<file path="src/tln_queue.sv">
// Small register FIFO that decouples the front from the back of the unit.
// Depends on nothing; width and depth come from parameters.
module tln_queue #(
	parameter int WIDTH = 8,
	parameter int DEPTH = 4
) (
	input  logic             clk,
	input  logic             arst_n,
	input  logic             push,
	input  logic [WIDTH-1:0] wdata,
	input  logic             pop,
	output logic [WIDTH-1:0] rdata,
	output logic             full,
	output logic             empty
);

	localparam int PTR_W = (DEPTH > 1) ? $clog2(DEPTH) : 1;
	localparam int CNT_W = $clog2(DEPTH + 1);

	logic [WIDTH-1:0] mem_q [DEPTH];
	logic [PTR_W-1:0] wr_ptr_q;
	logic [PTR_W-1:0] rd_ptr_q;
	logic [CNT_W-1:0] count_q;

	function automatic logic [PTR_W-1:0] bump(input logic [PTR_W-1:0] p);
		return (p == PTR_W'(DEPTH - 1)) ? '0 : p + PTR_W'(1);
	endfunction

	assign full  = (count_q == CNT_W'(DEPTH));
	assign empty = (count_q == '0);
	assign rdata = mem_q[rd_ptr_q];

	always_ff @(posedge clk) begin
		if (push) begin
			mem_q[wr_ptr_q] <= wdata;
		end
	end

	always_ff @(posedge clk or negedge arst_n) begin
		if (!arst_n) begin
			wr_ptr_q <= '0;
			rd_ptr_q <= '0;
			count_q  <= '0;
		end else begin
			if (push) begin
				wr_ptr_q <= bump(wr_ptr_q);
			end
			if (pop) begin
				rd_ptr_q <= bump(rd_ptr_q);
			end
			if (push && !pop) begin
				count_q <= count_q + CNT_W'(1);
			end else if (pop && !push) begin
				count_q <= count_q - CNT_W'(1);
			end
		end
	end

endmodule

</file>
<file path="config.mk">
export PLATFORM = sky130hd
export DESIGN_NAME = tln_queue
export DESIGN_NICKNAME = d
export VERILOG_FILES = /design/src/tln_queue.sv
export SDC_FILE = /design/constraint.sdc
export NUM_CORES = 1
export LEC_CHECK = 0
export ABC_AREA = 1
export BUFFER_PORTS_ARGS = -buffer_cell sky130_fd_sc_hd__buf_4
export CAP_MARGIN = 20
export CELL_PAD_IN_SITES_DETAIL_PLACEMENT = 0
export CELL_PAD_IN_SITES_GLOBAL_PLACEMENT = 1
export CORE_MARGIN = 2
export CORE_UTILIZATION = 35
export CTS_CLUSTER_SIZE = 10
export DETAILED_ROUTE_END_ITERATION = 7
export PLACE_DENSITY_LB_ADDON = 0.1
export SKIP_LAST_GASP = 1
export SLEW_MARGIN = 5
export SYNTH_ARGS = -nofsm -noshare
export SYNTH_HDL_FRONTEND = slang
export SYNTH_SLANG_ARGS = --single-unit
</file>
<file path="constraint.sdc">
create_clock -name clk -period 1.54 [get_ports clk]
set_input_delay 0.077 -clock clk [delete_from_list [all_inputs] [get_ports clk]]
set_output_delay 0.077 -clock clk [all_outputs]
set_load 0.02 [all_outputs]
</file>
# Word-level counts from Yosys, hierarchy flattened
# Memory sizes are Yosys's and may differ from the RTL's.
# Index checks and enable logic that the tools add are counted.
dict set report classes {
  n_eq_ne 3
  reduce_logical 6
  n_addsub 4
  mux 6
}
# cell count
set ops {}
lappend ops {{$mux 3} 2}
lappend ops {{$add 2x1->2 const B} 2}
lappend ops {{$eq 2x2->1 const B} 2}
lappend ops {{$mux 2} 2}
lappend ops {{$add 3x1->3 const B} 1}
lappend ops {{$eq 3x3->1 const B} 1}
lappend ops {{$logic_not 3->1} 1}
lappend ops {{$sub 3x1->3 const B} 1}
lappend ops {{$logic_and 1x1->1} 2}
lappend ops {{$logic_not 1->1} 2}
lappend ops {{$mux 1} 2}
lappend ops {{$reduce_bool 2->1} 1}
dict set report word_totals {
  ff_bits 7
  ram_bits 32
  memories 1
  inputBits 12
  output_inout_bits 10
  elab_cells 23
}
# name depth width read_ports rd_ports_with_merged_regs wr line_no
set memory_table {}
lappend memory_table {mem_q 4 8 1 0 1 20} ;# logic [WIDTH-1:0] mem_q [DEPTH];

# Depth between registers and ports, before layout
# Gate-level depths: netlist of run 1.
dict set report logic_depth {
  word_depth 4
  mapped_depth 9
  ltp_nobuf 9
}

# Worst setup path after synthesis of run 1
# Ideal clock, no wire load.
dict set report synth_timing {
  path_kind {reg2reg}
  startpoint {register count_q[0]}
  endpoint {register count_q[2]}
  t_arrival_ps 1083
  setup_slack_ps 340
  path_stages_with_launch 6
  t_required_ps 1423
  n_path_buf 0
  period_less_slack_ps 1200
  setup_ps 117
  path_cell_list {dfrtp_1 -> fa_1 -> nand2_1 -> nand3_1 -> nand2_1 -> nand2_1}
}
dict set report synth_between {
  elab_chain_len 3
  word_cells_on_any_way 4
  classes_between {add/sub: 2; mux: 2}
}
# element line_no
set synth_lines {}
lappend synth_lines {{start: declaration} 23} ;# logic [CNT_W-1:0] count_q;
lappend synth_lines {{start signal: assignment} 52} ;# count_q <= count_q + CNT_W'(1);
lappend synth_lines {{start signal: assignment} 54} ;# count_q <= count_q - CNT_W'(1);
lappend synth_lines {{$sub 3x1->3} 54}
lappend synth_lines {{$mux 3} 53} ;# end else if (pop && !push) begin
lappend synth_lines {{$mux 3 (*)} 51} ;# if (push && !pop) begin
# Every way passes the cells marked *; elsewhere a longest branch is shown, timed or not. The select of a mux whose other input is x is not followed.
# A chain may end at the register's enable or synchronous reset.

# Final worst setup path of run 1
dict set report layout_timing {
  startpoint {input pop}
  endpoint {register count_q[2]}
}
dict set report layout_between {
  elab_chain_len 3
  word_cells_on_any_way 5
  classes_between {mux: 1; reduce/logical: 4}
}
# element line_no
set layout_lines {}
lappend layout_lines {{start: declaration} 11} ;# input logic pop,
lappend layout_lines {{$logic_not 1->1} 51}
lappend layout_lines {{$logic_and 1x1->1} 51}
lappend layout_lines {{$mux 3 or $reduce_bool 2->1 (tied branches)} n/a}
# Several ways; a longest one is shown, not always the timed one.

==> results of run 1 <==
-- layout make-up --
type,instances,area (µm²)
inverters,29,111
fillers,446,2490
flip-flops and latches,39,1140
well taps,54,67.6
clock buffers,5,68.8
multi-input cells,72,424
clock inverters,3,47.5
repair buffers,39,343
-- per-layer routing --
layer,vias to the layer above,share of wire,global-route usage
met1,477,0.46,0.159
met3,7,0.042,0.0412
met5,-,0,0
li1,568,-,-
met2,19,0.47,0.190
met4,0,0.021,0.0606
-- placed cells by master, fill, tap and decap left out, types with 2 or more instances in the layout --
cell type,count
buf_12,2
buf_4,27
clkbuf_8,5
dfrtp_1,7
dlygate4sd3_1,10
edfxtp_1,32
ha_1,5
inv_1,26
inv_2,2
nand2_1,37
nor3_1,2
o211ai_1,16
o21ai_0,4
-- kinds of logic (layout without fill, tap and decap cells) --
kind of cell	after synthesis	in the layout	share of synthesized area
buffers and inverters	33	76	0.0882
adder cells (fa/ha/maj)	7	7	0.0558
XOR/XNOR	1	1	0.00514
AO/OA/AOI/OAI	21	21	0.0852
flip-flops	39	39	0.667
AND/OR/NAND/NOR	43	43	0.0985
-- flip-flops by register name, indices dropped and copies added, names as in the netlist --
signal,cells
wr_ptr_q,2
mem_q,32
rd_ptr_q,2
count_q,3
-- how the worst max path moves through the flow --
stage | startpoint | endpoint | slack [ns] | cells past startpoint
6_report | pop | count_q[2] | 0.10 | 9
5_1_grt | rd_ptr_q[0] | rdata[1] | 0.01 | 6
4_1_cts | pop | count_q[2] | 0.05 | 10
3_5_place_dp | rd_ptr_q[0] | rdata[0] | 0.25 | 6
3_3_place_gp | rd_ptr_q[0] | rdata[5] | 0.29 | 6
2_1_floorplan | count_q[0] | count_q[2] | 0.34 | 5
-- metrics by stage --
| step | worst slack, ns | std cells |
|---|---|---|
| floorplan | 0.340 | 144 |
| global placement | 0.294 | 221 |
| detailed placement | 0.251 | 221 |
| CTS | 0.0485 | 241 |
| global route | 0.0106 | 241 |
| finish | 0.103 | 241 |
-- power by group --
group          total (µW)  internal (µW)  switching, µW  leakage (µW)
registers            1540           1400            144      0.000378
clock network         870            491            379     0.0000587
logic                1470            636            836      0.000541
total                3890           2530           1360      0.000978
-- repair_timing --
item | 4_1_cts | 5_1_grt
buffers inserted | 2 | 1
resized for setup | 1 | 4
pin swaps | 0 | 2
hold buffers | 10 | 0
endpoints found under the hold margin | 40 | 0
endpoints found under the setup margin | 5 | 1
-- critical path: cells and delay by family --
family	cells	cell delay, ns
fa+ha+maj	2	0.54
buf+inv	3	0.75
simple gates	4	0.25
==> metrics.cfg, run 1 <==
[detailed_routing]
ant_nets=0
drt_wl_total_mm=2.98
vias_per_cell=4.44
vias=1071
drt_pass1_iterations=4
drc=0
routedWlPerCell_um=12.3
drt_first_iter_violations=50

[global_routing]
grt_use_total=0.125
grt_pass1_wl_mm=4.77
overflow=0
grt_start_max_net_pins=15
antenna_found_initial=0
grt_pass1_vias=1003

[worst_setup_path]
critPathLaunchType=primary input
worst-setup-path-type=primary input to flip-flop
rrSetupSlack_ns=0.30
critical_path.max_stage_delay_ns=0.61
regToRegEndpoint=mem_q[3][1]
cp_common_cell=nand2_1
crit_chain=dlygate4sd3_1 -> inv_1 -> ha_2 -> inv_2 -> fa_2 -> nand2_2 -> nand3_1 -> nand2_1 -> nand2_1
cp_max_fo=5
worstPathArrival_ns=1.62
r2r-start=wr_ptr_q[0]
cp.required_ns=1.73
slowest_stage=dlygate4sd3_1
worstRegToRegCells=3
worstSetupEndpointType=flip-flop

[min_path]
holdPathStages=2
hold_class=primary input to flip-flop
holdPathEnd=wr_ptr_q[0]
holdCritStartpoint=push

[sta]
finalSetupViolCount=0
fmax_mhz=696
fin_skew_ns=0.00882
holdWs_ns=0.0264
tns_ns=0
final_max_slew_viol_count=0
rsz0062_at_grt=false
hold_violations=0
slew-limit-headroom=0.767
period_needed_ns=1.44
tightestPinTransition_ns=0.349
fin_crit_sh=0.933

[power_and_ir_drop]
vdd_drop_max_mv=0.779
power_density_nw_per_um2=1770
power.total_uw=3890
leakage_uw=0.000978

[floorplan]
io_pins=22
die_h_um=73.8
num_rows=25
initial_core_util=0.363
core_um2=4690
die_area_um2=5440
die_w_um=73.8

[synthesis]
synth-seq-area-share=0.667
async_flop_share=0.179
synthTopCellsByCount=nand2_1 (38), edfxtp_1 (32), inv_1 (27)
synthesis.area_um2=1700
synthCells=144
syn-num-nets=163
synth.most_common_cell=nand2_1
synth.area.top_cells=edfxtp_1 (56%), dfrtp_1 (10%), nand2_1 (8.4%)
synth_edf_count=32
ys_warn_count=0
synth-main-ff-cell=edfxtp_1
synth_cell_types=17
ys_ff_latch=39
yosys.area.top_type_share=0.564
synth_area_leader_cell=edfxtp_1
syn_area_per_cell_um2=11.8

[cts]
cts.reportedPaths.clkPinSlew_ns=0.08
clk_path_buf_depth=2
h-tree-depth=2
clk_latency_ns=0.30
cts_buffers=5
clkSinkCount=39
cts_tree=built
cts_root_buf=clkbuf_8

[placed_design]
hpwl_mm=1.98
dpl_cell_area_um2=1960
gp_congestion=0.697
port-buffer-count=21

[flow_run]
cap_violations=0

[layout]
fin_area_um2=2200
fin_util=0.469
synthToLayoutAreaGrowth_pct=29.1
layout-drive-gt1-share=0.230
final_net_count=205
antennaDiodeCount=0

[status]
outcome=finished clean

Power figures use the tool's default switching activity.
==> run 2: changes to the inputs <==
==> constraint.sdc (replaced) <==
create_clock -name clk -period 1.54 [get_ports clk]
set_input_delay 0.077 -clock clk [delete_from_list [all_inputs] [get_ports clk]]
set_output_delay 0.077 -clock clk [all_outputs]
set_load 0.01 [all_outputs]
==> run 2 against run 1 <==
Net effect: register-to-register slack got worse by 0.04 ns; worst hold slack got worse by 0.0088 ns; count of clock-buffer cells in the layout unchanged; first-iteration DRC count increased by 10%; critical path type is now flip-flop to output pin; combinational power decreased by 9.5%.
==> metrics.cfg, run 2 (synthesis results as in run 1) <==
[worst_setup_path]
cp_max_fo=12
regToRegEndpoint=count_q[2]
crit_chain=inv_4 -> buf_4 -> nand2_1 -> o211ai_1 -> nand2_1 -> buf_4
cp.required_ns=1.46
worstPathArrival_ns=1.35
r2r-start=count_q[0]
slowest_stage=dfrtp_1
critPathLaunchType=flip-flop
critical_path.max_stage_delay_ns=0.43
worstSetupEndpointType=output pin
worst-setup-path-type=flip-flop to output pin
rrSetupSlack_ns=0.26
worstRegToRegCells=5

[placed_design]
dpl_cell_area_um2=1940
dp_cells=221
hpwl_mm=2.03
gp_congestion=0.719
port-buffer-count=21
pre_cts_slack_ns=0.243

[floorplan]
initial_core_util=0.363
io_pins=22
core_um2=4690
num_rows=25
die_w_um=73.8
die_h_um=73.8
die_area_um2=5440

[status]
outcome=finished clean

[detailed_routing]
drt_wl_total_mm=2.98
routedWlPerCell_um=12.5
vias_per_cell=4.61
drc=0
drt_pass1_iterations=4
drt_first_iter_violations=55
ant_nets=0
vias=1102

[layout]
final_cells=239
fin_area_um2=2170
most-common-layout-cells=nand2_1 (38), edfxtp_1 (32), inv_1 (27), buf_4 (26), o211ai_1 (16)
largestRegisters=mem_q: 32 flops, count_q: 3 flops
antennaDiodeCount=0
fill_cells=443
top_register=mem_q
final_common_cell=nand2_1
synthToLayoutAreaGrowth_pct=27.4
layout-drive-gt1-share=0.205
largest_reg_flops=32
final_net_count=203

[sta]
tightestPinTransition_ns=0.354
rsz0062_at_grt=false
timing.final.ws_setup_ns=0.113
final_max_slew_viol_count=0
fin_crit_sh=0.927
tns_ns=0
fmax_mhz=701
fin_skew_ns=0.00436
period_needed_ns=1.43
slew-limit-headroom=0.764
finalSetupViolCount=0
hold_violations=0

[cts]
clk_path_buf_depth=2
clk_latency_ns=0.29
h-tree-depth=2
cts_tree=built
cts_root_buf=clkbuf_8
clkSinkCount=39
cts_buffers=5
cts.reportedPaths.clkPinSlew_ns=0.08

[min_path]
holdCritStartpoint=pop
holdPathStages=2
holdPathEnd=rd_ptr_q[0]
hold_class=primary input to flip-flop

[global_routing]
grt_pass1_vias=1024
grt_pass1_wl_mm=4.90
overflow=0
grt_use_total=0.130
grt_start_max_net_pins=14
antenna_found_initial=0

[power_and_ir_drop]
vdd_drop_max_mv=0.575
power_density_nw_per_um2=1710
leakage_uw=0.000972

[flow_run]
cap_violations=0

run 2: repair_timing:
item	4_1_cts	5_1_grt
resized for setup	1	0
hold buffers	9	0
setup buffers	1	0
hold endpoints to repair	39	0
setup endpoints to repair	5	0
run 2: metal layers:
layer | vias to the layer above | part of all wire | track usage
met5 | - | 0 | 0
met4 | 0 | 0.025 | 0.0848
met3 | 5 | 0.033 | 0.0329
met1 | 514 | 0.46 | 0.161
li1 | 562 | - | -
met2 | 21 | 0.48 | 0.201
run 2: layout make-up:
class	count	area, µm²	share of cell area
clock inverter	3	43.8	0.0202
sequential	39	1140	0.524
multi-input combinational	72	417	0.192
inverter	29	111	0.0513
tap	54	67.6	0.0311
clock buffer	5	68.8	0.0317
timing repair buffer	37	325	0.150
run 2: worst max-delay path by stage:
stage	start	endpoint	slack, ns	cells after the start
6_report	rd_ptr_q[0]	rdata[1]	0.11	6
4_1_cts	rd_ptr_q[0]	rdata[1]	0.08	6
2_1_floorplan	count_q[0]	count_q[2]	0.34	5
5_1_grt	rd_ptr_q[0]	rdata[5]	0.003	6
3_3_place_gp	wr_ptr_q[0]	mem_q[3][5]	0.28	3
3_5_place_dp	rd_ptr_q[0]	rdata[1]	0.24	6
run 2: per-stage QoR:
| stage | hold slack (ns) | util | power, µW |
|---|---|---|---|
| 3_3_place_gp | -0.102 | 0.414 | 2820 |
| 5_1_grt | 0.0229 | 0.462 | 4000 |
| 6_report | 0.0176 | 0.462 | 3710 |
| 4_1_cts | 0.0149 | 0.462 | 3790 |
| 2_1_floorplan | -0.219 | - | 2330 |
| 3_5_place_dp | -0.104 | 0.414 | 2860 |
run 2: where the power goes:
part,leakage (µW),switching [µW],internal [µW]
registers,0.000378,147,1400
logic,0.000536,712,617
clock network,0.0000581,357,482
total,0.000972,1220,2500
run 2: worst max-delay path: cells and delay by family, from the launching register on:
family	cells	cell delay (ns)
AO/OA/AOI/OAI	1	0.09
buffers and inverters	3	0.40
flip-flops	1	0.43
AND/OR/NAND/NOR	2	0.14
