--- src/tln_pkg.sv ---
// Shared types, widths and codes of the triangular lattice neighbor index unit.
// Used by every module of the block but the queue; depends on nothing.
package tln_pkg;

	localparam int SITE_W  = 20;
	localparam int DIR_W   = 3;
	localparam int LEN_W   = 10;
	localparam int COORD_W = 10;
	localparam int EXT_W   = 11;
	localparam int VOL_W   = 21;
	localparam int BOND_W  = 22;

	localparam int NUM_DIRS = 6;

	// site mod volume takes one quotient bit per stage, then base / extent_x
	// takes one bit per stage for the y coordinate
	localparam int DIV1_STAGES  = SITE_W;
	localparam int DIV2_STAGES  = COORD_W;
	localparam int FRONT_STAGES = DIV1_STAGES + DIV2_STAGES;

	localparam int S_TDATA_W = 56;
	localparam int M_TDATA_W = 72;
	localparam int CFG_IDX_W = 1;

	localparam logic [EXT_W-1:0] MAX_EXTENT = 11'd1024;
	localparam logic [EXT_W-1:0] EXT_RESET  = 11'd16;
	localparam logic [VOL_W-1:0] VOL_RESET  = 21'd256;

	// lattice directions
	localparam logic [DIR_W-1:0] DIR_PY   = 3'd0;
	localparam logic [DIR_W-1:0] DIR_PX   = 3'd1;
	localparam logic [DIR_W-1:0] DIR_MYPX = 3'd2;
	localparam logic [DIR_W-1:0] DIR_PYMX = 3'd3;
	localparam logic [DIR_W-1:0] DIR_MX   = 3'd4;
	localparam logic [DIR_W-1:0] DIR_MY   = 3'd5;
	localparam logic [DIR_W-1:0] DIR_NONE = 3'd6;

	// configuration register indexes
	localparam logic [CFG_IDX_W-1:0] REG_EXTENT_Y = 1'b0;
	localparam logic [CFG_IDX_W-1:0] REG_EXTENT_X = 1'b1;

	typedef struct packed {
		logic [EXT_W-1:0] ey;
		logic [EXT_W-1:0] ex;
		logic [VOL_W-1:0] vol;
	} lattice_cfg_t;

	// classified query handed from the front to the back
	typedef struct packed {
		logic [SITE_W-1:0]  base;
		logic [COORD_W-1:0] y;
		logic [COORD_W-1:0] x;
		logic [LEN_W-1:0]   ly;
		logic [LEN_W-1:0]   lx;
		logic [DIR_W-1:0]   dir;
		logic [SITE_W-1:0]  other;
		logic               err;
	} q_item_t;

	function automatic logic [EXT_W-1:0] clamp_extent(input logic [EXT_W-1:0] e);
		logic [EXT_W-1:0] r;
		r = e;
		if (e == '0) begin
			r = EXT_W'(1);
		end else if (e > MAX_EXTENT) begin
			r = MAX_EXTENT;
		end
		return r;
	endfunction

endpackage

--- src/tln_front.sv ---
// Front of the neighbor index unit: accepts queries and splits the site into
// coordinates through a pipelined restoring divider. Depends on tln_pkg.
module tln_front
	import tln_pkg::*;
(
	input  logic                clk,
	input  logic                arst_n,
	input  lattice_cfg_t        cfg,
	input  logic                in_valid,
	output logic                in_ready,
	input  logic [SITE_W-1:0]   site,
	input  logic [DIR_W-1:0]    dir,
	input  logic [LEN_W-1:0]    step_length,
	input  logic [SITE_W-1:0]   other_site,
	input  logic                q_full,
	output logic                q_push,
	output q_item_t             q_item
);

	typedef struct packed {
		logic [SITE_W-1:0]  rem;
		logic [SITE_W-1:0]  base;
		logic [COORD_W-1:0] y;
		logic [LEN_W-1:0]   ly;
		logic [LEN_W-1:0]   lx;
		logic [DIR_W-1:0]   dir;
		logic [SITE_W-1:0]  other;
		logic               err;
	} query_t;

	localparam int LAST = FRONT_STAGES - 1;

	logic [FRONT_STAGES-1:0] vld_s;
	query_t                  div_s [FRONT_STAGES];
	query_t                  entry;
	logic                    advance;

	// the whole divider moves as one; hold only when the tail item cannot enter the queue
	assign advance  = !(vld_s[LAST] && q_full);
	assign in_ready = advance;

	always_comb begin
		entry       = '0;
		entry.rem   = site;
		entry.base  = site;
		entry.ly    = step_length;
		entry.lx    = step_length;
		entry.dir   = dir;
		entry.other = other_site;
		entry.err   = ({1'b0, site} >= cfg.vol) ||
		              ({1'b0, step_length} >= cfg.ey) ||
		              ({1'b0, step_length} >= cfg.ex);
	end

	for (genvar i = 0; i < FRONT_STAGES; i++) begin : g_stage
		query_t             cur;
		query_t             nxt;
		logic [SITE_W-1:0]  rem_nxt;
		logic [SITE_W-1:0]  base_nxt;
		logic [COORD_W-1:0] y_nxt;
		logic [LEN_W-1:0]   ly_nxt;
		logic [LEN_W-1:0]   lx_nxt;

		if (i == 0) begin : g_first
			assign cur = entry;
		end else begin : g_next
			assign cur = div_s[i-1];
		end

		if (i < DIV1_STAGES) begin : g_mod_vol
			localparam int K = DIV1_STAGES - 1 - i;
			logic [SITE_W-1:0] part;
			logic              take;
			assign part     = cur.rem >> K;
			assign take     = {1'b0, part} >= cfg.vol;
			assign rem_nxt  = take ? cur.rem - SITE_W'(cfg.vol << K) : cur.rem;
			assign base_nxt = rem_nxt;
			assign y_nxt    = cur.y;
		end else begin : g_div_ex
			localparam int K = FRONT_STAGES - 1 - i;
			logic [SITE_W-1:0] part;
			logic              take;
			assign part     = cur.rem >> K;
			assign take     = part >= SITE_W'(cfg.ex);
			assign rem_nxt  = take ? cur.rem - (SITE_W'(cfg.ex) << K) : cur.rem;
			assign base_nxt = cur.base;
			always_comb begin
				y_nxt    = cur.y;
				y_nxt[K] = take;
			end
		end

		// step length reduced modulo each extent in the first stages
		if (i < LEN_W) begin : g_len_mod
			localparam int K = LEN_W - 1 - i;
			logic [LEN_W-1:0] ly_part;
			logic [LEN_W-1:0] lx_part;
			assign ly_part = cur.ly >> K;
			assign lx_part = cur.lx >> K;
			assign ly_nxt  = ({1'b0, ly_part} >= cfg.ey) ? cur.ly - LEN_W'(cfg.ey << K) : cur.ly;
			assign lx_nxt  = ({1'b0, lx_part} >= cfg.ex) ? cur.lx - LEN_W'(cfg.ex << K) : cur.lx;
		end else begin : g_len_hold
			assign ly_nxt = cur.ly;
			assign lx_nxt = cur.lx;
		end

		always_comb begin
			nxt      = cur;
			nxt.rem  = rem_nxt;
			nxt.base = base_nxt;
			nxt.y    = y_nxt;
			nxt.ly   = ly_nxt;
			nxt.lx   = lx_nxt;
		end

		always_ff @(posedge clk) begin
			if (advance) begin
				div_s[i] <= nxt;
			end
		end
	end

	always_ff @(posedge clk or negedge arst_n) begin
		if (!arst_n) begin
			vld_s <= '0;
		end else if (advance) begin
			vld_s <= {vld_s[FRONT_STAGES-2:0], in_valid};
		end
	end

	assign q_push       = vld_s[LAST] && !q_full;
	assign q_item.base  = div_s[LAST].base;
	assign q_item.y     = div_s[LAST].y;
	assign q_item.x     = div_s[LAST].rem[COORD_W-1:0];
	assign q_item.ly    = div_s[LAST].ly;
	assign q_item.lx    = div_s[LAST].lx;
	assign q_item.dir   = div_s[LAST].dir;
	assign q_item.other = div_s[LAST].other;
	assign q_item.err   = div_s[LAST].err;

endmodule

--- config.mk ---
export PLATFORM = sky130hd
export DESIGN_NAME = tln_front
export DESIGN_NICKNAME = d
export VERILOG_FILES = /design/src/tln_pkg.sv /design/src/tln_front.sv
export SDC_FILE = /design/constraint.sdc
export NUM_CORES = 2
export LEC_CHECK = 0
export BUFFER_PORTS_ARGS = -buffer_cell sky130_fd_sc_hd__buf_4
export CAP_MARGIN = 20
export CORE_AREA = 10 10 439 526
export CTS_BUF_LIST = sky130_fd_sc_hd__clkbuf_16
export CTS_CLUSTER_SIZE = 10
export DETAILED_ROUTE_END_ITERATION = 10
export DIE_AREA = 0 0 449 536
export GPL_TIMING_DRIVEN = 1
export PLACE_DENSITY = 0.52
export SLEW_MARGIN = 20
export SYNTH_ARGS = -nofsm -noshare
export SYNTH_HDL_FRONTEND = slang
export SYNTH_SLANG_ARGS = --single-unit
--- constraint.sdc ---
create_clock -name clk -period 74.4 [get_ports clk]
set_input_delay 3.72 -clock clk [delete_from_list [all_inputs] [get_ports clk]]
set_output_delay 3.72 -clock clk [all_outputs]
set_load 0.05 [all_outputs]
# Word level (Yosys, flattened, before mapping)
# Memory sizes are Yosys's and may differ from the RTL's.
# Index checks and enable logic that the tools add are counted.
[word_totals]
register_bits = 30
ramBits = 2820
out_inout_bits = 86
wordCells = 162
mem_count = 1
[mem_list]
columns = ["name", "words", "width", "read_ports", "rd_clocked_by_memory_dff", "wr", "line_no", "rtl"]
rows = [
  ["div_s", 30, 94, 30, 0, 30, "tln_front.sv:34", "query_t div_s [FRONT_STAGES];"],
]
[op_classes]
n_addsub = 50
magnitude_cmp = 53
mux = 51
reduce_logical = 6
[op_table]
columns = ["operator", "count"]
rows = [
  ["$mux 20", 30],
  ["$sub 20x20->20", 21],
  ["$mux 10", 20],
  ["$sub 10x10->10", 20],
  ["$ge 10x11->1", 4],
  ["$ge 20x21->1", 2],
  ["$ge 1x11->1", 2],
  ["$ge 2x11->1", 2],
  ["$ge 3x11->1", 2],
  ["$ge 4x11->1", 2],
  ["$ge 5x11->1", 2],
  ["$ge 6x11->1", 2],
  ["$ge 7x11->1", 2],
  ["$ge 8x11->1", 2],
  ["$ge 9x11->1", 2],
  ["$ge 1x21->1", 1],
  ["$ge 10x21->1", 1],
  ["$ge 11x21->1", 1],
  ["$ge 12x21->1", 1],
  ["$ge 13x21->1", 1],
  ["$ge 14x21->1", 1],
  ["$ge 15x21->1", 1],
  ["$ge 16x21->1", 1],
  ["$ge 17x21->1", 1],
  ["33 further kinds", 36],
]

# Depth between registers and ports, before layout
[depth]
word_depth = 3
mapped_depth = 13

# Worst setup path after synthesis
# Ideal clock, no wire load.
[synth_path]
path_type = "input-to-reg"
start = "input q_full"
end = "register vld_s[0]"
arrival_time_ns = 67.105
required_ns = 74.159
path_slack_ns = 7.053
cell_stages = 3
n_path_buf = 1
path_cell_list = "nand2_1 > buf_1 > mux2_2"
[synth_via]
elab_chain_cells = 1
[synth_rtl]
columns = ["item", "line_no", "rtl"]
rows = [
  ["start: declaration", "tln_front.sv:15", "input logic q_full,"],
  ["$logic_and 1x1->1", "tln_front.sv:39", "assign advance = !(vld_s[LAST] && q_full);"],
  ["end signal: assignment", "tln_front.sv:127", "vld_s <= {vld_s[FRONT_STAGES-2:0], in_valid};"],
  ["end: declaration", "tln_front.sv:33", "logic [FRONT_STAGES-1:0] vld_s;"],
]
# No other way between the ends.
# A chain may end at the register's enable or synchronous reset.

# Worst setup path after layout
[layout_path]
start = "input q_full"
end = "output in_ready"
[layout_via]
elab_chain_cells = 2
[layout_rtl]
columns = ["item", "line_no", "rtl"]
rows = [
  ["$logic_and 1x1->1", "tln_front.sv:39", ""],
  ["$logic_not 1->1", "tln_front.sv:39", ""],
  ["end: declaration", "tln_front.sv:10", "output logic in_ready,"],
]
# No other way between the ends.

==> results.toml <==
[worst_setup_path]
r2r_cells = 5
cp_cell_sequence = "buf_4 > nand2_4 > buf_4"
cpMostUsedCell = "buf_4"
critPathRequiredTime_ns = 70.68
path_buf_inv = 2
cp_slowest_cell = "buf_4"
crit_type = "input pin to output pin"
slowest_delay_ns = 0.28
r2r-end = "div_s[19][21]"
cp-start-kind = "input pin"
arrival_ns = 4.45
reg2reg_from = "vld_s[29]"
cp_max_fo = 5
r2r_slack_ns = 70.03
endpoint_kind = "output pin"
critical_path.top_delay_family = "buffers and inverters"

[timing]
max_freq_mhz = 122.4
report.final.slew_viol_count = 0
relSlewSlack_pct = 28.03
fin_tns_setup_ns = 0
tightest_slew_ns = 1.075
period_needed_ns = 8.170
rsz0062_at_grt = "no"
finalSetupViolations = 0
hold_violations = 0
finClkSkew_ns = 0.07530
final.period_utilization_pct = 10.98

[placed_design]
dp_hpwl_mm = 106.1
place_inst = 8617
gp_congestion = 0.8372
numPortBuffers = 185

[die]
die_h_um = 536
io_pins = 186
coreArea_um2 = 220400
rows = 189
die_w_um = 449
die_area_um2 = 240700
initial_utilization_pct = 39.78

[route]
drt_iter0_drc = 2968
wl_per_cell_um = 18.31
wl_met2_mm = 79.96
ant_nets = 0
wl_mm = 163.7
vias_per_cell = 5.033
dr.pass1.iters = 6
top_layer = "met5"
dr_wl_met3_mm = 8.093
drcViolationCount = 0
met1Wirelength_mm = 68.42
vias = 44977

[clock_network]
cts.sinks = 2105
cts_buffer_depth = 3
clkTransAtPathRegs_ns = 0.05
cts-root-buf = "clkbuf_16"
post_cts_resized = 0
clock_latency_ns = 0.87
htreeDepth = 4
cts_hold_buf = 0
cts_tree = "done"
cts_made_buffers = 237
cts_setup_buffers = 0

[grt]
antenna_found_initial = 16
grt_pass1_vias = 45755
grt_pass1_wl_mm = 255.3
grt_overflow = 0
grt_max_degree = 179
track_usage_pct = 13.37

[hold_path]
hp-start = "div_s[20][63]"
hold_path_end = "div_s[21][63]"
hold_class = "flip-flop to flip-flop"
min_path_cells = 0

[pwr]
power_density_nw_per_um2 = 43.36
p_leak_nw = 37.31
ir_worst_vdd_uv = 39.39

[cells_and_area]
instances_no_fill = 8936
layout_common_cells = "2075 x edfxtp_1, 470 x ha_1, 294 x o21ai_0"
final_common_cell = "edfxtp_1"
drive_above_1_share_pct = 12.85
nets = 6510
area_growth_pct = 13.61

[run_status]
status = "complete, no violations"

[synthesis]
syn-num-nets = 6080
yosysUniqueCellTypes = 84
yosysWarnings = 0
netlist_instances = 5466
synth_seq_area_share_pct = 71.92
synth_edf_count = 2075
syn_area_um2 = 87680
synth-main-ff-cell = "edfxtp_1"
async_flop_share_pct = 1.425
synth-seq-cells = 2105
syn_area_per_cell_um2 = 16.04

[job]
maxCapViolations = 0
## per-stage QoR
| stage | total power, mW | hold WS [ns] | utilization [%] | instance area, µm² | setup slack (ns) |
|---|---|---|---|---|---|
| floorplan | 3.742 | 0.4003 | - | 87680 | 7.053 |
| global placement | 3.325 | 0.4003 | 42.23 | 93080 | 66.19 |
| detailed placement | 3.356 | 0.4045 | 42.23 | 93080 | 66.19 |
| CTS | 4.388 | 0.3283 | 45.19 | 99590 | 66.19 |
| global route | 4.604 | 0.3404 | 45.20 | 99620 | 66.20 |
| finish | 4.320 | 0.3482 | 45.20 | 99620 | 66.23 |
## cells by family after synthesis
| kind of cell | after synthesis | share of synthesized area (%) |
|---|---|---|
| adders and majority gates | 514 | 7.711 |
| muxes | 255 | 3.229 |
| and+or+nand+nor | 973 | 5.457 |
| buffers and inverters | 272 | 1.216 |
| AOI/OAI and AO/OA | 1039 | 7.393 |
| xor gates and xnor gates | 308 | 3.076 |
| DFF | 2105 | 71.92 |
## cell usage after synthesis, drive strengths merged, types with 10 or more instances
cell type,instances,area [µm²]
a31oi,30,187.7
fa,44,880.8
mux2,208,2361
mux2i,47,470.5
nor3,71,370.4
o211ai,10,75.07
a21o,129,968.4
a211oi,35,272.8
or3,12,75.07
a21oi,293,1478
o21a,55,412.9
buf,17,108.9
nor2b,85,531.8
edfxtp,2075,62310
nor2,249,939.7
xnor2,175,1533
clkbuf,42,157.7
nand2,258,968.4
o21bai,22,165.2
dfrtp,30,750.7
nand3b,10,75.07
or2,14,87.58
nand3,55,275.3
nor4,22,137.6
or4,15,123.9
o21ai,303,1516
a21boi,23,172.7
nand4,51,319.1
o31a,14,122.6
nor3b,11,87.58
and3,15,93.84
o31ai,33,280.3
ha,470,5881
xor2,133,1165
nand2b,83,519.3
inv,212,795.8
## per-layer routing
layer / vias up / GRT usage (%)
met5: - / 0
met4: 6 / 5.979
met3: 379 / 3.166
met2: 832 / 22.62
met1: 21971 / 16.27
li1: 21789 / -
## worst max path at each step
| stage | from | to | cells after the start |
|---|---|---|---|
| 2_1_floorplan | q_full | vld_s[0] | 3 |
| 3_3_place_gp | q_full | in_ready | 3 |
| 3_5_place_dp | q_full | in_ready | 3 |
| 4_1_cts | q_full | in_ready | 3 |
| 5_1_grt | q_full | in_ready | 3 |
| 6_report | q_full | in_ready | 3 |
## state kept, by name (all words and copies together) (netlist names)
name,count
div_s,2075
vld_s,30
## report_power, final
group	internal [mW]	total [mW]	switching, mW
clock network	0.565	1.00	0.435
registers	2.01	2.19	0.181
logic	0.461	1.13	0.670
total	3.03	4.32	1.29
## cell type report
type,count,area (µm²)
fill,19269,120800
sequential,2105,63060
multi-input combinational,3089,23600
clock buffer,238,5956
tap,2960,3704
timing repair buffer,250,1931
inverter,213,799.5
clock inverter,76,555.5
antenna,5,12.51
(Power assumes the default switching activity.)
