**config.mk**
```make
export PLATFORM = sky130hd
export DESIGN_NAME = tln_back
export DESIGN_NICKNAME = d
export VERILOG_FILES = /design/src/tln_pkg.sv /design/src/tln_back.sv
export SDC_FILE = /design/constraint.sdc
export NUM_CORES = 1
export LEC_CHECK = 0
export BUFFER_PORTS_ARGS = -buffer_cell sky130_fd_sc_hd__buf_2
export CAP_MARGIN = 10
export CORE_MARGIN = 5
export CORE_UTILIZATION = 46
export DETAILED_ROUTE_END_ITERATION = 8
export PLACE_DENSITY = 0.75
export SYNTH_ARGS = -nofsm -noshare
export SYNTH_HDL_FRONTEND = slang
export SYNTH_SLANG_ARGS = --single-unit
```
**constraint.sdc**
```tcl
create_clock -name clk -period 4 [get_ports clk]
set_clock_uncertainty 0.15 [all_clocks]
set_input_delay 0.8 -clock clk [delete_from_list [all_inputs] [get_ports clk]]
set_output_delay 0.8 -clock clk [all_outputs]
set_load 0.05 [all_outputs]
```
**src/tln_pkg.sv**
```systemverilog
// Shared types, widths and codes of the triangular lattice neighbor index unit.
// Used by every module of the block but the queue; depends on nothing.
package tln_pkg;

	localparam int SITE_W  = 20;
	localparam int DIR_W   = 3;
	localparam int LEN_W   = 10;
	localparam int COORD_W = 10;
	localparam int EXT_W   = 11;
	localparam int VOL_W   = 21;
	localparam int BOND_W  = 22;

	localparam int NUM_DIRS = 6;

	// site mod volume takes one quotient bit per stage, then base / extent_x
	// takes one bit per stage for the y coordinate
	localparam int DIV1_STAGES  = SITE_W;
	localparam int DIV2_STAGES  = COORD_W;
	localparam int FRONT_STAGES = DIV1_STAGES + DIV2_STAGES;

	localparam int S_TDATA_W = 56;
	localparam int M_TDATA_W = 72;
	localparam int CFG_IDX_W = 1;

	localparam logic [EXT_W-1:0] MAX_EXTENT = 11'd1024;
	localparam logic [EXT_W-1:0] EXT_RESET  = 11'd16;
	localparam logic [VOL_W-1:0] VOL_RESET  = 21'd256;

	// lattice directions
	localparam logic [DIR_W-1:0] DIR_PY   = 3'd0;
	localparam logic [DIR_W-1:0] DIR_PX   = 3'd1;
	localparam logic [DIR_W-1:0] DIR_MYPX = 3'd2;
	localparam logic [DIR_W-1:0] DIR_PYMX = 3'd3;
	localparam logic [DIR_W-1:0] DIR_MX   = 3'd4;
	localparam logic [DIR_W-1:0] DIR_MY   = 3'd5;
	localparam logic [DIR_W-1:0] DIR_NONE = 3'd6;

	// configuration register indexes
	localparam logic [CFG_IDX_W-1:0] REG_EXTENT_Y = 1'b0;
	localparam logic [CFG_IDX_W-1:0] REG_EXTENT_X = 1'b1;

	typedef struct packed {
		logic [EXT_W-1:0] ey;
		logic [EXT_W-1:0] ex;
		logic [VOL_W-1:0] vol;
	} lattice_cfg_t;

	// classified query handed from the front to the back
	typedef struct packed {
		logic [SITE_W-1:0]  base;
		logic [COORD_W-1:0] y;
		logic [COORD_W-1:0] x;
		logic [LEN_W-1:0]   ly;
		logic [LEN_W-1:0]   lx;
		logic [DIR_W-1:0]   dir;
		logic [SITE_W-1:0]  other;
		logic               err;
	} q_item_t;

	function automatic logic [EXT_W-1:0] clamp_extent(input logic [EXT_W-1:0] e);
		logic [EXT_W-1:0] r;
		r = e;
		if (e == '0) begin
			r = EXT_W'(1);
		end else if (e > MAX_EXTENT) begin
			r = MAX_EXTENT;
		end
		return r;
	endfunction

endpackage

```
**src/tln_back.sv**
```systemverilog
// Back of the neighbor index unit: moves the coordinates, finds the neighbor
// direction and bond index, and holds the result register. Depends on tln_pkg.
module tln_back
	import tln_pkg::*;
(
	input  logic                clk,
	input  logic                arst_n,
	input  lattice_cfg_t        cfg,
	input  logic                q_empty,
	input  q_item_t             q_item,
	output logic                q_pop,
	output logic                m_valid,
	input  logic                m_ready,
	output logic [COORD_W-1:0]  coord_y,
	output logic [COORD_W-1:0]  coord_x,
	output logic [SITE_W-1:0]   target_site,
	output logic [BOND_W-1:0]   bond_index,
	output logic                parity,
	output logic [DIR_W-1:0]    dir_to_other,
	output logic                range_error
);

	logic advance;

	// stage 1 registers
	logic               vld_s1;
	logic [COORD_W-1:0] y_s1;
	logic [COORD_W-1:0] x_s1;
	logic [COORD_W-1:0] tx_s1;
	logic [SITE_W-1:0]  prod_s1;
	logic [SITE_W-1:0]  nbp_s1;
	logic [BOND_W-1:0]  mult_s1;
	logic               bond_en_s1;
	logic [DIR_W-1:0]   found_s1;
	logic               err_s1;

	// result registers
	logic               m_valid_q;
	logic [COORD_W-1:0] coord_y_q;
	logic [COORD_W-1:0] coord_x_q;
	logic [SITE_W-1:0]  target_q;
	logic [BOND_W-1:0]  bond_q;
	logic               parity_q;
	logic [DIR_W-1:0]   found_q;
	logic               err_q;

	// stage 1 logic
	logic [SITE_W-1:0]  up_y, dn_y, up_x, dn_x;
	logic [SITE_W-1:0]  nb [NUM_DIRS];
	logic [DIR_W-1:0]   found;
	logic [EXT_W-1:0]   y_sum, y_dif, x_sum, x_dif;
	logic [COORD_W-1:0] y_fwd, y_bwd, x_fwd, x_bwd, ty, tx;
	logic [VOL_W-1:0]   prod;
	logic [SITE_W-1:0]  nbp;
	logic [BOND_W-1:0]  mult;
	logic               bond_en;

	assign advance = !(m_valid_q && !m_ready);
	assign q_pop   = !q_empty && advance;

	// nearest-neighbor offsets, taken modulo 2^SITE_W; wrap across the lattice edge
	always_comb begin
		up_y = (q_item.y == COORD_W'(cfg.ey - EXT_W'(1))) ?
		       SITE_W'(cfg.ex) - SITE_W'(cfg.vol) : SITE_W'(cfg.ex);
		dn_y = (q_item.y == '0) ?
		       SITE_W'(cfg.vol) - SITE_W'(cfg.ex) : '0 - SITE_W'(cfg.ex);
		up_x = (q_item.x == COORD_W'(cfg.ex - EXT_W'(1))) ?
		       SITE_W'(1) - SITE_W'(cfg.ex) : SITE_W'(1);
		dn_x = (q_item.x == '0) ? SITE_W'(cfg.ex) - SITE_W'(1) : '1;

		nb[DIR_PY]   = q_item.base + up_y;
		nb[DIR_PX]   = q_item.base + up_x;
		nb[DIR_MYPX] = q_item.base + dn_y + up_x;
		nb[DIR_PYMX] = q_item.base + up_y + dn_x;
		nb[DIR_MX]   = q_item.base + dn_x;
		nb[DIR_MY]   = q_item.base + dn_y;

		// lowest matching direction wins
		found = DIR_NONE;
		for (int d = NUM_DIRS - 1; d >= 0; d--) begin
			if (nb[d] == q_item.other) begin
				found = DIR_W'(d);
			end
		end
	end

	// long move: step lengths are already reduced below each extent
	always_comb begin
		y_sum = {1'b0, q_item.y} + {1'b0, q_item.ly};
		y_dif = {1'b0, q_item.y} + cfg.ey - {1'b0, q_item.ly};
		x_sum = {1'b0, q_item.x} + {1'b0, q_item.lx};
		x_dif = {1'b0, q_item.x} + cfg.ex - {1'b0, q_item.lx};
		y_fwd = (y_sum >= cfg.ey) ? COORD_W'(y_sum - cfg.ey) : COORD_W'(y_sum);
		y_bwd = (q_item.y >= q_item.ly) ? q_item.y - q_item.ly : COORD_W'(y_dif);
		x_fwd = (x_sum >= cfg.ex) ? COORD_W'(x_sum - cfg.ex) : COORD_W'(x_sum);
		x_bwd = (q_item.x >= q_item.lx) ? q_item.x - q_item.lx : COORD_W'(x_dif);

		ty      = q_item.y;
		tx      = q_item.x;
		nbp     = q_item.base;
		mult    = '0;
		bond_en = 1'b1;
		case (q_item.dir)
			DIR_PY: begin
				ty = y_fwd;
			end
			DIR_PX: begin
				tx   = x_fwd;
				mult = BOND_W'(cfg.vol);
			end
			DIR_MYPX: begin
				ty   = y_bwd;
				tx   = x_fwd;
				mult = BOND_W'(cfg.vol) << 1;
			end
			DIR_PYMX: begin
				ty   = y_fwd;
				tx   = x_bwd;
				nbp  = nb[DIR_PYMX];
				mult = BOND_W'(cfg.vol) << 1;
			end
			DIR_MX: begin
				tx   = x_bwd;
				nbp  = nb[DIR_MX];
				mult = BOND_W'(cfg.vol);
			end
			DIR_MY: begin
				ty  = y_bwd;
				nbp = nb[DIR_MY];
			end
			default: begin
				bond_en = 1'b0;
			end
		endcase
		prod = VOL_W'(ty) * VOL_W'(cfg.ex);
	end

	always_ff @(posedge clk) begin
		if (advance) begin
			y_s1       <= q_item.y;
			x_s1       <= q_item.x;
			tx_s1      <= tx;
			prod_s1    <= SITE_W'(prod);
			nbp_s1     <= nbp;
			mult_s1    <= mult;
			bond_en_s1 <= bond_en;
			found_s1   <= found;
			err_s1     <= q_item.err;

			coord_y_q <= y_s1;
			coord_x_q <= x_s1;
			target_q  <= prod_s1 + SITE_W'(tx_s1);
			bond_q    <= bond_en_s1 ? BOND_W'(nbp_s1) + mult_s1 : '0;
			parity_q  <= y_s1[0] ^ x_s1[0];
			found_q   <= found_s1;
			err_q     <= err_s1;
		end
	end

	always_ff @(posedge clk or negedge arst_n) begin
		if (!arst_n) begin
			vld_s1    <= 1'b0;
			m_valid_q <= 1'b0;
		end else if (advance) begin
			vld_s1    <= q_pop;
			m_valid_q <= vld_s1;
		end
	end

	assign m_valid      = m_valid_q;
	assign coord_y      = coord_y_q;
	assign coord_x      = coord_x_q;
	assign target_site  = target_q;
	assign bond_index   = bond_q;
	assign parity       = parity_q;
	assign dir_to_other = found_q;
	assign range_error  = err_q;

endmodule

```
==> Word level (Yosys, flattened, before mapping) <==
Index checks and enable logic that the tools add are counted.
{ "word_totals": {"word_cells": 99, "ff_bits": 166, "inputBits": 131, "output_inout_bits": 69} }
{ "classes": {"mul": 1, "order_cmp": 4, "n_mux": 18, "n_reduce_logical": 17, "eq_ne": 13, "addsub": 25, "bitwise": 1} }
{ "op_table": {"columns": ["op", "count"], "rows": [
  ["$add 20x20->20", 6],
  ["$eq 20x20->1", 6],
  ["$mux 20", 4],
  ["$pmux 20 s3", 1],
  ["$sub 10x10->10", 6],
  ["$pmux 22 s2", 1],
  ["$mux 10", 4],
  ["$pmux 10 s2", 2],
  ["$sub 1x11->12 const A", 2],
  ["$add 10x10->11", 2],
  ["$add 20x22->22", 1],
  ["$ge 11x11->1", 2],
  ["$add 10x10->10", 2],
  ["$add 20x10->20", 1],
  ["$eq 10x10->1", 2],
  ["$ge 10x10->1", 2],
  ["$logic_not 10->1", 2],
  ["$mul 10x11->20", 1],
  ["$sub 10x1->10 const B", 2],
  ["$sub 11x20->20", 1],
  ["$sub 20x11->20", 1],
  ["$reduce_or 2->1", 7],
  ["$sub 11x1->12 const B", 1],
  ["$mux 2", 4],
  ["other kinds (10)", 16]
]} }

==> Logic depth before layout (Yosys ltp) <==
{ "logic_depth": {"word_depth": 9, "depth_mapped": 42, "mapped_depth_nobuf": 40} }

==> Worst setup path before layout <==
OpenSTA, ideal clock, no wires.
{ "synth_timing": {"kind": "input to register", "start": "input port q_item[36] in the netlist's numbering", "end": "register prod_s1[19] (data pin)", "slack_ns": -5.173, "required_time_ns": 3.582, "path_stages": 38, "arrival_ns": 8.756, "n_path_buf": 3, "cell_sequence": "inv_1 ha_1 clkbuf_1 o21bai_1 a21oi_1 o21bai_1 a21oi_1 o21bai_1 a21oi_1 xnor2_1 ha_1 and4b_1 a311oi_1 a21oi_1 clkbuf_1 mux2i_1 nor2_1 a221oi_1 [2 not listed] fa_1 inv_1 fa_1 inv_1 fa_1 fa_1 inv_1 fa_1 inv_1 ha_1 and2_1 o21ai_0 o31ai_1 o211ai_1 o311a_1 a21oi_1 a21oi_1 xnor3_1"} }
{ "synth_between": {"elab_chain_cells": 5} }
{ "synth_rtl": {"columns": ["item", "line", "rtl"], "rows": [
  ["from (decl)", "tln_back.sv:10", "input q_item_t q_item,"],
  ["$add 10x10->11", "tln_back.sv:89", "y_sum = {1'b0, q_item.y} + {1'b0, q_item.ly};"],
  ["$sub 10x10->10 / $ge 11x11->1 (equally long branches)", "tln_back.sv:93", "y_fwd = (y_sum >= cfg.ey) ? COORD_W'(y_sum - cfg.ey) : COORD_W'(y_sum);"],
  ["$mux 10", "tln_back.sv:93", null],
  ["$pmux 10 s2 *", "tln_back.sv:103", "case (q_item.dir)"],
  ["$mul 10x11->20 *", "tln_back.sv:135", "prod = VOL_W'(ty) * VOL_W'(cfg.ex);"],
  ["via prod[19]", "tln_back.sv:53", "logic [VOL_W-1:0] prod;"],
  ["to (signal assigned)", "tln_back.sv:143", "prod_s1 <= SITE_W'(prod);"],
  ["to (decl)", "tln_back.sv:30", "logic [SITE_W-1:0] prod_s1;"]
]} }
Mark *: on every way through the listed nets, which the timed path passes. The rest lies on a longest branch.
A chain may end at the register's enable or synchronous reset.

==> Worst setup path after layout <==
{ "layout_timing": {"start": "input port q_item[35] in the netlist's numbering", "end": "register prod_s1[19] (data pin)"} }
The elaborated chain is that of the path after synthesis.

==> results.py <==
metrics = {
    "worst_setup_path": {
        "cp_max_fo": 5,
        "crit_family": "adder cells",
        "crit_slowest_cell": "fa_1",
        "end_kind": "flip-flop",
        "slowest_delay_ps": 540,
        "startpoint_type": "input port",
        "r2r_start": "tx_s1[0]",
        "r2r.worst_path.cells": 14,
        "r2r_end": "target_site[18]",
        "crit_buf_inv": 7,
        "reg2reg_slack_ps": 370,
        "cp_common_cell": "fa_1",
        "crit_type": "input port to flip-flop",
        "cp.required_ps": 4080,
        "worstPathArrival_ps": 8410,
    },
    "power": {
        "p_switching_mw": 9.343,
        "swShare": 0.4467,
        "p_comb_frac": 0.782,
        "seq_power_share": 0.139,
        "ir_drop_uv": 1360,
        "p_leak_nw": 18.79,
        "powerDensity_nw_per_um2": 521.0,
        "pwr-share-clk": 0.079,
        "p_int_mw": 11.57,
    },
    "logic_synthesis": {
        "async_flop_share": 0.01205,
        "ys.flop_type": "edfxtp_1",
        "ys_top_cells_by_area": "edfxtp_1 (18%), ha_1 (14%), xnor2_1 (8.1%)",
        "syn_area_per_cell_um2": 8.298,
        "ys_ff_latch": 166,
        "synthCells": 3229,
        "netlist.area_leader.share": 0.1838,
        "synth_edf_count": 164,
        "seq_area_frac_synth": 0.1857,
        "yosysWarnings": 0,
        "synth.largest_area_cell": "edfxtp_1",
        "ys_types": 98,
        "synthesis.nets": 3765,
        "synth_area_um2": 26790,
    },
    "timing": {
        "setup-tns-final_ps": -110630,
        "period_minus_slack_ps": 8323,
        "hold_violations": 0,
        "drv_slew": 0,
        "slew_headroom": 0.3712,
        "setup_ws_ps": -4323,
        "rsz0062_at_grt": "yes",
        "finalCritPeriodShare": 2.081,
        "tightest_slew_ps": 939.7,
        "fmax_mhz": 120.1,
        "setup_violations": 52,
    },
    "die": {
        "dieHeight_um": 251.3,
        "fp.coreArea_um2": 57700,
        "initial_core_util": 0.4644,
        "rows": 88,
        "io_pins": 200,
        "dieArea_um2": 63170,
        "chipWidth_um": 251.3,
    },
    "clock_network": {
        "h-tree-depth": 4,
        "clk_latency_ps": 480,
        "cts.sinks": 166,
        "clkSlewWorstSetupHoldPaths_ps": 70,
        "cts_buffers": 17,
        "cts_buffer_depth": 2,
        "root_buffer": "clkbuf_16",
        "cts_tree": "done",
    },
    "placement": {
        "dpl.cell_count": 5114,
        "dp_hpwl_mm": 90.41,
        "pre_cts_ws_ps": -4899,
        "port_buffers": 199,
        "gp_congestion": 1.049,
    },
    "grt": {
        "antenna_found_initial": 13,
        "grt_start_max_net_pins": 49,
        "grt_pass1_vias": 29700,
        "track_usage": 0.3352,
        "grt_overflow_total": 0,
        "grt_pass1_wl_mm": 165.5,
    },
    "detailed_routing": {
        "drcViolationCount": 0,
        "viasPerCell": 5.855,
        "ant_nets": 0,
        "firstDrtPassIters": 5,
        "drt-wirelength-per-cell_um": 21.83,
        "drt_iter0_drc": 2843,
        "wl_mm": 114.1,
        "via_count": 30590,
    },
    "hold_path": {
        "whs_endpoint": "dir_to_other[0]",
        "min_from": "found_s1[0]",
        "hold_path_depth": 0,
        "hold_path_class": "flip-flop to flip-flop",
    },
    "final_layout": {
        "syn_to_final_growth_pct": 49.82,
        "final.fill_count": 4345,
        "final_cells": 5225,
        "drive_above_1_share": 0.3965,
        "nets": 4972,
    },
    "outcome": {
        "outcome": "finished, violations left",
        "violations": "negative setup slack",
    },
    "flow_run": {
        "drv_cap": 0,
    },
}
==> Yosys cell counts, drive strengths merged, types with 21 or more instances <==
cell    number
or3         35
nor3        85
buf         24
nor2       238
o21bai      43
nand2      233
a21o        63
xnor2      248
a21oi      229
o211ai      32
a211oi      36
nand4       30
nor4        36
and2        56
xor2        91
clkbuf     118
and3        32
nor2b       36
xnor3       21
nand3       65
edfxtp     164
o21ai      172
a31oi       23
ha         302
mux2i       26
inv        299
nand2b      40
o21a        27
fa         103
==> stage by stage <==
stage / total power, mW / util / area (um2) / hold WS [ps]
finish: 20.91 / 0.6958 / 40140 / 269.8
global route: 22.18 / 0.6955 / 40130 / 275.4
CTS: 19.44 / 0.6734 / 38850 / 267.5
detailed placement: 16.23 / 0.6388 / 36850 / 254.5
global placement: 15.78 / 0.6388 / 36850 / 250.6
floorplan: 11.14 / - / 27530 / 250.3
==> sequential cells by signal, indices dropped and copies added, names as in the netlist <==
name / flops
prod_s1: 20
mult_s1: 22
vld_s1: 1
m_valid: 1
x_s1: 10
coord_x: 10
target_site: 20
range_error: 1
bond_index: 22
nbp_s1: 20
err_s1: 1
parity: 1
dir_to_other: 3
tx_s1: 10
found_s1: 3
coord_y: 10
bond_en_s1: 1
y_s1: 10
==> worst reg2reg max path, delay by kind of cell, from the launching register on <==
family                     cells  cell delay, ps
AOI/OAI and AO/OA              7            1760
adders and majority gates      2             460
DFF                            1             380
and+or+nand+nor                3             350
xor gates and xnor gates       1             170
buffers and inverters          1              80
==> cells by family (layout without fill, tap and decap cells) <==
| kind of cell | Yosys count | after routing | share of synthesized area |
|---|---|---|---|
| muxes | 34 | 34 | 0.01308 |
| buffers and inverters | 447 | 1667 | 0.06337 |
| other | 0 | 11 | 0 |
| and+or+nand+nor | 974 | 974 | 0.1836 |
| AOI/OAI and AO/OA | 843 | 843 | 0.2076 |
| DFF | 166 | 166 | 0.1857 |
| adders and majority gates | 405 | 405 | 0.2180 |
| xor gates and xnor gates | 360 | 360 | 0.1288 |
==> placed cells by master, fill, tap and decap left out, types with 93 or more instances in the layout <==
cell and instances:
inv_1 272, nor2_1 215, o21ai_0 115, xnor2_1 215
nand2_1 212, buf_4 1054, ha_1 254, buf_2 192
fa_1 93, a21oi_1 162, edfxtp_1 164
==> power groups by stage <==
stage	Sequential, mW	Clock (mW)	Combinational [mW]
3_3_place_gp	2.91	0	12.9
3_5_place_dp	2.93	0	13.3
2_1_floorplan	3.64	0	7.50
5_1_grt	2.94	1.74	17.5
6_report	2.90	1.65	16.4
4_1_cts	2.90	1.68	14.9
==> layout make-up <==
cell class,instances,area [um2],share of cell area
multi-input combinational,2616,22550,0.5617
timing repair buffer,1330,9898,0.2466
sequential,166,4975,0.1239
inverter,305,1161,0.02892
tap,765,957.2,0.02384
clock buffer,19,452.9,0.01128
clock inverter,13,121.4,0.003023
antenna,11,27.53,0.0006857
==> metal layers <==
layer,vias up,share of wire,routed length [um],track usage
met5,-,0.00065,74,0
met1,14580,0.40,45470,0.4442
met4,6,0.056,6405,0.1416
met3,380,0.10,11670,0.07780
li1,14000,-,-,-
met2,1620,0.44,50430,0.5288
==> worst max-delay path by stage <==
stage | startpoint | end | cells past startpoint
floorplan | q_item[35] | prod_s1[19] | 37
global placement | q_item[35] | prod_s1[19] | 39
detailed placement | q_item[35] | prod_s1[19] | 39
CTS | q_item[35] | prod_s1[19] | 38
global route | q_item[35] | prod_s1[19] | 39
finish | q_item[35] | prod_s1[19] | 37
==> repair_timing <==
item                                    in CTS  in global routing
hold buffers                                 1                  0
hold endpoints to repair                     2                  0
endpoints found under the setup margin      52                 52
gates resized for setup                    220                237
pin swaps                                  126                159
buffers inserted                            49                 43
gates cloned                                 1                  1
Power figures use the tool's default switching activity.
